File: src/hw/rtl/arm_data_processing_encoder_core_defines.svh
// assertion macros for the data-processing encoder
`ifndef ARM_DATA_PROCESSING_ENCODER_CORE_DEFINES_SVH
`define ARM_DATA_PROCESSING_ENCODER_CORE_DEFINES_SVH

// same-cycle implication
`define ADPE_ASSERT_NOW(label, cond, expr) \
    label: assert property (@(posedge clk) disable iff (!rst_n) (cond) |-> (expr)) \
        else $error("adpe same-cycle check failed");

// next-cycle implication
`define ADPE_ASSERT_NEXT(label, cond, expr) \
    label: assert property (@(posedge clk) disable iff (!rst_n) (cond) |=> (expr)) \
        else $error("adpe next-cycle check failed");

`endif

File: src/hw/rtl/adpe_pkg.sv
package adpe_pkg;

    localparam logic [3:0] COND_ALWAYS = 4'd14;
    localparam logic [3:0] MOVE_OPCODE = 4'd13;
    localparam int         ROT_COUNT   = 15;

    localparam logic [1:0] MODE_COMPUTE = 2'd0;
    localparam logic [1:0] MODE_MOVE    = 2'd1;
    localparam logic [1:0] MODE_TEST    = 2'd2;

    localparam logic [1:0] ERR_NONE    = 2'd0;
    localparam logic [1:0] ERR_ILLEGAL = 2'd1;
    localparam logic [1:0] ERR_NO_IMM  = 2'd2;

    localparam logic [2:0] OP_AND = 3'd0;
    localparam logic [2:0] OP_EOR = 3'd1;
    localparam logic [2:0] OP_SUB = 3'd2;
    localparam logic [2:0] OP_RSB = 3'd3;
    localparam logic [2:0] OP_ADD = 3'd4;
    localparam logic [2:0] OP_ORR = 3'd5;

    localparam logic [2:0] OP_TST = 3'd0;
    localparam logic [2:0] OP_TEQ = 3'd1;
    localparam logic [2:0] OP_CMP = 3'd2;

    typedef struct packed {
        logic [1:0]  mode;
        logic [2:0]  op;
        logic [3:0]  dest_reg;
        logic [3:0]  first_reg;
        logic        is_immediate;
        logic [31:0] imm_value;
        logic [3:0]  shifted_reg;
        logic [1:0]  shift_kind;
        logic        shift_by_register;
        logic [3:0]  amount_reg;
        logic [4:0]  shift_count;
    } adpe_in_t;

    typedef struct packed {
        logic [31:0] instruction_word;
        logic [1:0]  error_code;
    } adpe_out_t;

    function automatic logic [3:0] compute_opcode(input logic [2:0] op);
        logic [3:0] code;
        case (op)
            OP_AND:  code = 4'd0;
            OP_EOR:  code = 4'd1;
            OP_SUB:  code = 4'd2;
            OP_RSB:  code = 4'd3;
            OP_ADD:  code = 4'd4;
            OP_ORR:  code = 4'd12;
            default: code = 4'd0;
        endcase
        return code;
    endfunction

    function automatic logic [3:0] test_opcode(input logic [2:0] op);
        logic [3:0] code;
        case (op)
            OP_TST:  code = 4'd8;
            OP_TEQ:  code = 4'd9;
            OP_CMP:  code = 4'd10;
            default: code = 4'd0;
        endcase
        return code;
    endfunction

endpackage

File: src/hw/rtl/arm_data_processing_encoder_core.sv
// Encodes one data-processing instruction word per transaction. A transaction is
// taken on any clock edge with start high; busy is always low, so a new
// transaction can be issued every cycle. done is high with the result on result
// after the accepted command has passed the input register and then the result
// register (one input register, one result register around the encoding logic,
// including the parallel rotation search).
// The receiver cannot stall: result is valid only during the done cycle and
// must be captured then. Errors return a zero word with a nonzero error_code.
`include "arm_data_processing_encoder_core_defines.svh"

module arm_data_processing_encoder_core
(
    input  logic               clk,
    input  logic               rst_n,
    input  logic               start,
    output logic               busy,
    input  adpe_pkg::adpe_in_t cmd,
    output logic               done,
    output adpe_pkg::adpe_out_t result
);
    import adpe_pkg::*;

    logic      st_valid_reg;
    adpe_in_t  cmd_reg;
    logic      done_reg;
    adpe_out_t result_reg;
    adpe_out_t result_next;

    logic [31:0]         word;
    logic [1:0]          err;
    logic [31:0]         rot [ROT_COUNT];
    logic [ROT_COUNT-1:0] fits;
    logic [ROT_COUNT-1:0] run_end;
    logic [ROT_COUNT-1:0] sel;
    logic [7:0]          imm_byte;
    logic [4:0]          rot_field;

    assign busy = 1'b0;

    always_ff @(posedge clk or negedge rst_n)
    begin
        if (!rst_n)
        begin
            st_valid_reg <= 1'b0;
            done_reg     <= 1'b0;
        end
        else
        begin
            st_valid_reg <= start && !busy;
            done_reg     <= st_valid_reg;
        end
    end

    always_ff @(posedge clk)
    begin
        if (start && !busy)
        begin
            cmd_reg <= cmd;
        end
        if (st_valid_reg)
        begin
            result_reg <= result_next;
        end
    end

    // rotation search over right rotations 2..30
    always_comb
    begin
        for (int i = 0; i < ROT_COUNT; i++)
        begin
            rot[i]  = (cmd_reg.imm_value >> (2 * (i + 1)))
                    | (cmd_reg.imm_value << (32 - 2 * (i + 1)));
            fits[i] = (rot[i][31:8] == 24'd0);
        end
        // end of each run of fits, then keep the first one
        run_end = fits & ~{1'b0, fits[ROT_COUNT-1:1]};
        sel     = run_end & (~run_end + ROT_COUNT'(1));
        imm_byte  = 8'd0;
        rot_field = 5'd0;
        for (int i = 0; i < ROT_COUNT; i++)
        begin
            if (sel[i])
            begin
                imm_byte  = imm_byte | rot[i][7:0];
                rot_field = rot_field | 5'(32 - 2 * (i + 1));
            end
        end
    end

    always_comb
    begin
        word = {COND_ALWAYS, 28'd0};
        err  = ERR_NONE;
        case (cmd_reg.mode)
            MODE_COMPUTE:
            begin
                word[24:21] = compute_opcode(cmd_reg.op);
                word[15:12] = cmd_reg.dest_reg;
                word[19:16] = cmd_reg.first_reg;
            end
            MODE_MOVE:
            begin
                word[24:21] = MOVE_OPCODE;
                word[15:12] = cmd_reg.dest_reg;
            end
            MODE_TEST:
            begin
                word[24:21] = test_opcode(cmd_reg.op);
                word[19:16] = cmd_reg.first_reg;
                word[20]    = 1'b1;
            end
            default:
            begin
                err = ERR_ILLEGAL;
            end
        endcase

        if (cmd_reg.is_immediate)
        begin
            word[25] = 1'b1;
            if (cmd_reg.imm_value[31:8] != 24'd0)
            begin
                if (|fits)
                begin
                    word[7:0]  = imm_byte;
                    word[11:7] = word[11:7] | rot_field;
                end
                else if (err == ERR_NONE)
                begin
                    err = ERR_NO_IMM;
                end
            end
            else
            begin
                word[7:0] = cmd_reg.imm_value[7:0];
            end
        end
        else
        begin
            word[3:0] = cmd_reg.shifted_reg;
            word[6:5] = cmd_reg.shift_kind;
            if (cmd_reg.shift_by_register)
            begin
                word[4]    = 1'b1;
                word[11:8] = cmd_reg.amount_reg;
            end
            else
            begin
                word[11:7] = cmd_reg.shift_count;
            end
        end

        result_next.instruction_word = (err == ERR_NONE) ? word : 32'd0;
        result_next.error_code       = err;
    end

    assign done   = done_reg;
    assign result = result_reg;

    `ADPE_ASSERT_NEXT(a_accept_loads, start, st_valid_reg)
    `ADPE_ASSERT_NEXT(a_stage_to_done, st_valid_reg, done)
    `ADPE_ASSERT_NOW(a_zero_on_error, done, (result.error_code == ERR_NONE) == (result.instruction_word != 32'd0))
    `ADPE_ASSERT_NOW(a_cond_field, done && (result.error_code == ERR_NONE), result.instruction_word[31:28] == COND_ALWAYS)

endmodule
File: config.mk
export PLATFORM = sky130hd
export DESIGN_NAME = arm_data_processing_encoder_core
export DESIGN_NICKNAME = d
export VERILOG_FILES = /design/src/hw/rtl/adpe_pkg.sv /design/src/hw/rtl/arm_data_processing_encoder_core.sv
export VERILOG_INCLUDE_DIRS = /design/src /design/src/hw/rtl
export SDC_FILE = /design/constraint.sdc
export NUM_CORES = 1
export LEC_CHECK = 0
export ABC_AREA = 1
export BUFFER_PORTS_ARGS = -buffer_cell sky130_fd_sc_hd__buf_2
export CAP_MARGIN = 20
export CORE_MARGIN = 8
export CORE_UTILIZATION = 25
export DETAILED_ROUTE_END_ITERATION = 12
export PLACE_DENSITY = 0.42
export RECOVER_POWER = 25
export SLEW_MARGIN = 0
export SYNTH_ARGS = -nofsm -noshare
export SYNTH_HDL_FRONTEND = slang
export SYNTH_SLANG_ARGS = --single-unit
File: constraint.sdc
create_clock -name clk -period 2.1 [get_ports clk]
set_input_delay 0.105 -clock clk [delete_from_list [all_inputs] [get_ports clk]]
set_output_delay 0.105 -clock clk [all_outputs]
set_load 0.03 [all_outputs]
==> flow_summary.json, run 1 <==
{
  "min_period_ps": 2400,
  "dp_cells": 1005,
  "initial_core_util_pct": 25.4,
  "clk_pin_slew_ps": 80,
  "tritoncts": "yes",
  "layout_commonest_cell": "buf_4",
  "cts_made_buffers": 9,
  "fin_tns_setup_ps": -5940,
  "timing.slew.headroom_pct": -7.45,
  "die-area_sq_um": 25300,
  "reg2reg_slack_ps": -300,
  "nFillCells": 2049,
  "reg2reg_from": "cmd_reg[16]$_DFFE_PP_",
  "groute.usage.overall_pct": 14.9,
  "synth_area_sq_um": 5110,
  "required_ps": 2210,
  "grt_pass1_wl_mm": 29.6,
  "status": "finished, violations left",
  "largest_reg_flops": 62,
  "worst_ep_arrival_time_ps": 2520,
  "syn_avg_cell_area_sq_um": 9.47,
  "place_area_sq_um": 6700,
  "netlist_instances": 540,
  "worstSkewPairLatency_ps": 360,
  "rsz0062_at_grt": "yes",
  "vias": 4922,
  "final_cell_mix": "buf_4 (115), buf_2 (95), edfxtp_1 (91)",
  "ir_drop_uv": 322,
  "setup_violations": 28,
  "critical_path_class": "reg -> reg",
  "drtAntennaViolNets": 0,
  "worst-slew-pin-transition_ps": 1610,
  "ys_seq_area_share_pct": 54.4,
  "drive_above_1_share_pct": 47.7,
  "htreeDepth": 3,
  "ios": 101,
  "async_reset_ff_share_pct": 2.15,
  "startpoint": "cmd_reg[16]$_DFFE_PP_",
  "min_period_over_period_pct": 114,
  "drtIter0Drc": 250,
  "cp-start-kind": "flop",
  "power.total_mw": 4.79,
  "dp_slack_ps": -622,
  "reg2reg_depth": 14,
  "drtPass1Iterations": 5,
  "hold_violations": 0,
  "p_leak_nw": 3.45,
  "io_buffers": 96,
  "fp.dieH_um": 159,
  "clkSinkCount": 93,
  "rows": 52,
  "overflow": 0,
  "yosys_warnings": 0,
  "stdcell_count": 1115,
  "core_sq_um": 20200,
  "critPathCaptureType": "flop",
  "dp_hpwl_mm": 14.5,
  "ys_ff_latch": 93,
  "cts_root_buf": "clkbuf_16",
  "grt_pass1_vias": 5255,
  "synth-edff-count": 91,
  "hold_slack_ps": 60.1,
  "min_path_type": "in -> async",
  "die_w_um": 159,
  "vias_per_cell": 4.41,
  "grt_max_degree": 64,
  "timing.final.ws_setup_ps": -304,
  "maxCapViolCount": 1,
  "area.growth.synth_to_final_pct": 63.1,
  "worst-path-max-fanout": 5,
  "violations": "max-capacitance violations, max-slew violations, negative setup slack",
  "rr_endpoint": "result[3]$_SDFFCE_PN0P_",
  "slew_violations": 64,
  "drt_wl_total_mm": 18.8,
  "ys.flop_type": "edfxtp_1",
  "finClkSkew_ps": 12.3,
  "drc": 0,
  "gp_congestion": 0.886,
  "num-nets-final": 907,
  "powerDensity_nw_per_um2": 574,
  "wire_per_inst_um": 16.8,
  "n_antenna_cell": 0,
  "fin_util_pct": 41.4,
  "clock.fmax_ghz": 0.416,
  "antenna_found_initial": 1,
  "cts_buffer_depth": 2,
  "synth_cell_types": 36,
  "cp-endpoint": "result[3]$_SDFFCE_PN0P_",
  "stdcell_area_sq_um": 8340
}
==> how the worst min path moves through the flow <==
stage | start | endpoint | slack, ps | cells after the start
finish | rst_n | st_valid_reg$_DFF_PN0_ | 60 | 2
detailed placement | rst_n | done$_DFF_PN0_ | -110 | 1
CTS | rst_n | st_valid_reg$_DFF_PN0_ | 40 | 2
floorplan | rst_n | done$_DFF_PN0_ | -190 | 0
global placement | rst_n | done$_DFF_PN0_ | -110 | 1
global route | rst_n | done$_DFF_PN0_ | 70 | 2
==> cells by family after synthesis <==
group | synth area share, %
AO/OA/AOI/OAI | 7.41
flip-flops | 54.4
other | 0.0733
AND/OR/NAND/NOR | 31.6
adder cells (fa/ha/maj) | 0.489
buffers and inverters | 6.02
==> critical path, stage by stage (launching register included) <==
cell      delay [ps]
edfxtp_1         430
nor2_4           240
nand2_4           90
buf_6            130
nor2_4           180
nand3_4          130
buf_4            170
nand3_1           90
nand2_2           70
nor2_4           170
nand4_1          130
nor2_2           120
nand3_2           90
nand2_2           70
a21oi_2           40
==> repair_timing <==
action | in CTS | in global routing
endpoints found under the setup margin | 28 | 28
hold endpoints to repair | 64 | 0
gates cloned | 1 | 0
pin swaps | 32 | 40
resized for setup | 101 | 35
setup buffers | 26 | 8
hold buffers | 63 | 0
==> cell usage after synthesis, types with 4 or more instances <==
cell type | number | area share, %
a21oi_1 | 19 | 1.9
o211ai_1 | 13 | 1.9
nand2_4 | 4 | 0.88
a21oi_2 | 13 | 2.2
a22oi_1 | 4 | 0.59
buf_4 | 7 | 1.0
nor2_1 | 62 | 4.5
nor2_2 | 19 | 2.3
nand2_2 | 11 | 1.3
nand3_1 | 75 | 7.3
nand4_1 | 10 | 1.2
inv_2 | 5 | 0.37
inv_1 | 54 | 4.0
and3_1 | 4 | 0.49
edfxtp_1 | 91 | 53
nand3_2 | 5 | 0.98
nand2_1 | 104 | 7.6
nor2_4 | 10 | 2.2
or2_2 | 5 | 0.61
==> power by group <==
part           total (mW)  internal, mW  switching, mW
clock                1.67         0.836          0.829
sequential           2.31          2.22         0.0892
combinational       0.817         0.354          0.463
==> layout make-up <==
type / count / area (sq um) / share of cell area (%)
clock inverters: 7 / 68.8 / 0.825
well taps: 270 / 338 / 4.05
flip-flops and latches: 93 / 2780 / 33.3
clock buffers: 9 / 225 / 2.70
multi-input cells: 380 / 2480 / 29.7
inverters: 61 / 233 / 2.79
repair buffers: 295 / 2220 / 26.6
==> layer usage <==
metal	track usage, %	vias up	share of wire (%)	routed length, um
met1	19.1	2312	46	8660
li1	-	2452	-	-
met3	3.34	30	4.5	845
met5	0	-	0.059	11
met4	5.15	2	2.5	469
met2	24.4	126	47	8780
No activity file was read; power rests on OpenSTA's default activity.
==> inputs of run 2 (changes only) <==
--- a/config.mk
+++ b/config.mk
@@ -9,6 +9,7 @@
 export ABC_AREA = 1
 export BUFFER_PORTS_ARGS = -buffer_cell sky130_fd_sc_hd__buf_2
 export CAP_MARGIN = 20
+export CORE_ASPECT_RATIO = 1.25
 export CORE_MARGIN = 8
 export CORE_UTILIZATION = 25
 export DETAILED_ROUTE_END_ITERATION = 12
==> run 2 against run 1 <==
Against the previous run: non-clock buffer count fell by 44; wire length rose by 2.0%; global-route usage rose by 0.34 points; combinational power fell by 2.4%; critical endpoint is now result[7]$_SDFFCE_PN0P_; clock power fell by 2%; final cell count fell by 3.8%; final area fell by 3.9%; critical path type unchanged; worst setup slack improved by 53 ps; the run still ends with max-capacitance violations, max-slew violations, negative setup slack left; first-iteration DRC count fell by 23%; sequential share of layout area rose by 1.3 points; clock-buffer cell count did not move.
==> flow_summary.json, run 2 (same netlist as run 1, synthesis figures left out) <==
{
  "status": "finished, violations left",
  "violations": "max-capacitance violations, max-slew violations, negative setup slack",
  "layout_commonest_cell": "buf_2",
  "grt_max_degree": 64,
  "finClkSkew_ps": 11.2,
  "overflow": 0,
  "rows": 58,
  "critical_path_class": "reg -> reg",
  "clk_pin_slew_ps": 70,
  "intPower_mw": 3.37,
  "final_cell_mix": "buf_2 (95), edfxtp_1 (91), nand2_1 (83)",
  "required_ps": 2310,
  "fin_util_pct": 39.9,
  "ir_drop_uv": 357,
  "clock.fmax_ghz": 0.425,
  "tritoncts": "yes",
  "hold_violations": 0,
  "core_sq_um": 20100,
  "initial_core_util_pct": 25.4,
  "grt_pass1_wl_mm": 29.0,
  "gp_congestion": 0.934,
  "min_period_over_period_pct": 112,
  "cts_root_buf": "clkbuf_16",
  "drtIter0Drc": 192,
  "fin_tns_setup_ps": -3590,
  "io_buffers": 96,
  "worst-path-max-fanout": 6,
  "groute.usage.overall_pct": 15.3,
  "timing.slew.headroom_pct": -12.8,
  "die_w_um": 144,
  "area.growth.synth_to_final_pct": 56.8,
  "drt_wl_total_mm": 19.1,
  "min_period_ps": 2350,
  "worst_ep_arrival_time_ps": 2560,
  "largest_reg_flops": 62,
  "die-area_sq_um": 25300,
  "switching_share_pct": 28.8,
  "cts_buffer_depth": 2,
  "rsz0062_at_grt": "yes",
  "wire_per_inst_um": 17.8,
  "drtPass1Iterations": 4,
  "fp.dieH_um": 176,
  "antenna_found_initial": 0,
  "worstSkewPairLatency_ps": 360,
  "cp-start-kind": "flop",
  "vias_per_cell": 4.58,
  "cts_made_buffers": 9,
  "htreeDepth": 3,
  "slew_violations": 64,
  "powerDensity_nw_per_um2": 590,
  "drtAntennaViolNets": 0,
  "maxCapViolCount": 1,
  "multiInputGateArea_sq_um": 2520,
  "dp_hpwl_mm": 14.9,
  "n_antenna_cell": 0,
  "regArea_sq_um": 2780,
  "ios": 101,
  "vias": 4914,
  "seq_power_share_pct": 48.7,
  "worst-slew-pin-transition_ps": 1690,
  "comb_power_share_pct": 16.9,
  "drive_above_1_share_pct": 44.8,
  "drc": 0,
  "power.share.clock_pct": 34.5,
  "p_switching_mw": 1.36,
  "setup_violations": 27,
  "p_leak_nw": 3.32,
  "num-nets-final": 865,
  "critPathCaptureType": "flop",
  "nFillCells": 1986,
  "timing.final.ws_setup_ps": -251,
  "grt_pass1_vias": 5223,
  "clkSinkCount": 93,
  "min_path_type": "in -> async"
}
run 2: metal layers:
| layer | routed length (um) | part of all wire, % | global-route usage, % |
|---|---|---|---|
| met2 | 10100 | 53 | 27.8 |
| met4 | 897 | 4.7 | 8.92 |
| met1 | 7150 | 37 | 15.9 |
| met3 | 1020 | 5.3 | 2.93 |
| met5 | 0 | 0 | 0 |
run 2: layout make-up:
class | count | share of cell area (%)
clock buffers | 9 | 2.81
multi-input cells | 382 | 31.4
repair buffers | 251 | 23.2
clock inverters | 7 | 0.874
well taps | 270 | 4.21
flip-flops and latches | 93 | 34.7
inverters | 61 | 2.85
run 2: metrics by stage:
stage / hold WS, ps / power (mW) / setup WS, ps / instance area [sq um] / instances
after global placement: -108 / 2.98 / -559 / 6530 / 983
after detailed placement: -103 / 2.99 / -506 / 6530 / 983
after floorplan: -191 / 2.64 / 69.5 / 5130 / 543
after CTS: 50.9 / 4.78 / -279 / 7880 / 1072
final: 70.8 / 4.73 / -251 / 8020 / 1073
after global routing: 70.3 / 4.92 / -369 / 8020 / 1073
run 2: critical path, cell delays in order, from the launching register on:
cell and delay [ps]:
edfxtp_1 430, nor2_4 220, nand2_4 110, nor2_4 170, inv_2 70, buf_4 140
nor2_4 140, buf_6 140, nand3_1 70, nand2_1 90, nor2_2 40, buf_4 140
nand4_1 80, nor2_2 50, nand3_2 110, nand2_2 60, a21oi_2 130
run 2: repair_timing:
item	CTS	global route
endpoints found under the hold margin	64	0
resized for setup	83	40
hold buffers	63	0
cloned	3	0
pin swaps	30	12
endpoints found under the setup margin	28	28
buffers inserted	8	3
run 2: power groups by stage:
| stage | Combinational (mW) | Clock [mW] | Sequential [mW] |
|---|---|---|---|
| 2_1_floorplan | 0.193 | 0 | 2.45 |
| 3_5_place_dp | 0.658 | 0 | 2.33 |
| 3_3_place_gp | 0.657 | 0 | 2.33 |
| 5_1_grt | 0.855 | 1.74 | 2.32 |
| 6_report | 0.797 | 1.63 | 2.30 |
| 4_1_cts | 0.800 | 1.68 | 2.30 |
run 2: worst paths after layout:
| path | start | to | slack [ps] | cells after the start |
|---|---|---|---|---|
| max in group asynchronous | rst_n | st_valid_reg$_DFF_PN0_ | 1900 | 2 |
| min in group clk | cmd[26] | cmd_reg[26]$_DFFE_PP_ | 440 | 2 |
| setup reg to reg | cmd_reg[46]$_DFFE_PP_ | result[7]$_SDFFCE_PN0P_ | -250 | 16 |
| hold reg to reg | cmd_reg[50]$_DFFE_PP_ | result[19]$_SDFFCE_PN0P_ | 560 | 1 |
| hold / removal | rst_n | done$_DFF_PN0_ | 70 | 2 |
| setup / recovery | cmd_reg[46]$_DFFE_PP_ | result[7]$_SDFFCE_PN0P_ | -250 | 16 |
==> inputs of run 3 (changes only) <==
--- a/config.mk
+++ b/config.mk
@@ -11,9 +11,9 @@
 export CAP_MARGIN = 20
 export CORE_ASPECT_RATIO = 1.25
 export CORE_MARGIN = 8
-export CORE_UTILIZATION = 25
+export CORE_UTILIZATION = 50
 export DETAILED_ROUTE_END_ITERATION = 12
-export PLACE_DENSITY = 0.42
+export PLACE_DENSITY = 0.74
 export RECOVER_POWER = 25
 export SLEW_MARGIN = 0
 export SYNTH_ARGS = -nofsm -noshare
==> run 3 against run 2 <==
Against the previous run: the flow still finishes with violations (max-capacitance violations, max-slew violations, negative setup slack); via count increased by 7.2%; final cell count decreased by 11%; combinational power increased by 4.5%; worst hold slack improved by 4.8 ps.
==> flow_summary.json, run 3 (same netlist as run 1, synthesis figures left out) <==
{
  "clk_pin_slew_ps": 70,
  "maxCapViolCount": 1,
  "p_leak_nw": 3.37,
  "grt_pass1_wl_mm": 29.1,
  "nFillCells": 620,
  "vias_per_cell": 5.54,
  "drtPass1Iterations": 5,
  "clkSinkCount": 93,
  "min_period_ps": 2440,
  "rsz0062_at_grt": "yes",
  "gp_congestion": 0.958,
  "largest_reg_flops": 62,
  "worst_ep_arrival_time_ps": 2540,
  "htreeDepth": 3,
  "timing.slew.headroom_pct": -7.44,
  "top_layer": "met4",
  "drive_above_1_share_pct": 46.0,
  "drt_wl_total_mm": 19.7,
  "io_buffers": 96,
  "antenna_found_initial": 0,
  "clock.fmax_ghz": 0.409,
  "die_w_um": 106,
  "drtAntennaViolNets": 0,
  "critPathCaptureType": "flop",
  "power.total_mw": 4.84,
  "reg2reg_depth": 15,
  "grt_pass1_vias": 5429,
  "area.growth.synth_to_final_pct": 56.2,
  "final_cell_mix": "buf_4 (98), buf_2 (95), edfxtp_1 (91)",
  "critical_path_class": "reg -> reg",
  "core_sq_um": 10100,
  "min_path_type": "in -> async",
  "drtIter0Drc": 361,
  "initial_core_util_pct": 50.9,
  "wl_met1_mm": 6.83,
  "worst-slew-pin-transition_ps": 1610,
  "violations": "max-capacitance violations, max-slew violations, negative setup slack",
  "status": "finished, violations left",
  "groute.usage.overall_pct": 27.8,
  "layout_commonest_cell": "buf_4",
  "wl_met3_mm": 1.39,
  "tritoncts": "yes",
  "dp_hpwl_mm": 13.4,
  "worstSkewPairLatency_ps": 350,
  "die-area_sq_um": 13700,
  "required_ps": 2200,
  "timing.final.ws_setup_ps": -342,
  "rows": 41,
  "ir_drop_uv": 445,
  "cts_made_buffers": 9,
  "wl_met2_mm": 10.5,
  "num-nets-final": 883,
  "fp.dieH_um": 129,
  "setup_violations": 28,
  "hold_violations": 0,
  "powerDensity_nw_per_um2": 606,
  "min_period_over_period_pct": 116,
  "vias": 5267,
  "slew_violations": 64,
  "ios": 101,
  "overflow": 0,
  "cts_buffer_depth": 2,
  "dp_slack_ps": -437,
  "worst-path-max-fanout": 4,
  "drc": 0,
  "finClkSkew_ps": 13.2,
  "cp-start-kind": "flop",
  "wire_per_inst_um": 20.8,
  "n_antenna_cell": 0,
  "cts_root_buf": "clkbuf_16",
  "grt_max_degree": 64
}
-- run 3: final timing paths --
check | startpoint | endpoint | slack [ps]
hold / removal | rst_n | done$_DFF_PN0_ | 80
hold reg to reg | cmd_reg[52]$_DFFE_PP_ | result[21]$_SDFFCE_PN0P_ | 570
setup / recovery | cmd_reg[19]$_DFFE_PP_ | result[10]$_SDFFCE_PN0P_ | -340
min in group clk | cmd[26] | cmd_reg[26]$_DFFE_PP_ | 470
setup reg to reg | cmd_reg[19]$_DFFE_PP_ | result[10]$_SDFFCE_PN0P_ | -340
max in group asynchronous | rst_n | st_valid_reg$_DFF_PN0_ | 1900
-- run 3: routing by layer --
| metal | vias up | global-route usage, % |
|---|---|---|
| met5 | - | 0 |
| met4 | 0 | 14.4 |
| met3 | 80 | 5.61 |
| met2 | 300 | 52.2 |
| met1 | 2480 | 28.5 |
| li1 | 2407 | - |
-- run 3: final cells by class --
type	count	area, sq um	share of cell area, %
inverter	61	236	2.96
multi-input combinational	381	2520	31.5
tap	129	161	2.02
clock inverter	7	78.8	0.987
timing repair buffer	270	1990	24.9
clock buffer	9	225	2.82
sequential	93	2780	34.8
-- run 3: worst max-delay path, stage by stage, from the launching register on --
cell,delay (ps)
edfxtp_1,490
nor2_2,210
nand2_2,120
nor2_4,180
buf_4,150
nand2_1,50
nor2_1,170
nand2_2,110
nand2_1,130
nor2_4,70
nand2_4,110
nor2_4,70
nand2_1,60
nand3_1,110
nand2_1,110
a21oi_1,60
-- run 3: repair_timing --
action                                  CTS  global route
endpoints found under the setup margin   28            28
setup buffers                            18            12
endpoints found under the hold margin    63             1
pin swaps                                31            24
cloned                                    1             1
hold buffers                             62             1
gates resized for setup                  98            41
-- run 3: power by group --
group | internal [mW] | total, mW | switching [mW] | leakage [nW]
clock | 0.941 | 1.69 | 0.746 | 0.146
combinational | 0.340 | 0.833 | 0.493 | 2.31
sequential | 2.22 | 2.32 | 0.0980 | 0.908
-- run 3: stage by stage --
stage               util [%]  area, sq um  TNS, ps  hold slack [ps]  std cells
floorplan                  -         5130        0             -191        543
global placement        63.0         6330    -7130             -111        842
detailed placement      63.0         6330    -8570             -108        842
CTS                     77.0         7740    -3450             6.88        937
global route            79.4         7990    -9070             96.4        950
finish                  79.4         7990    -7040             75.6        950
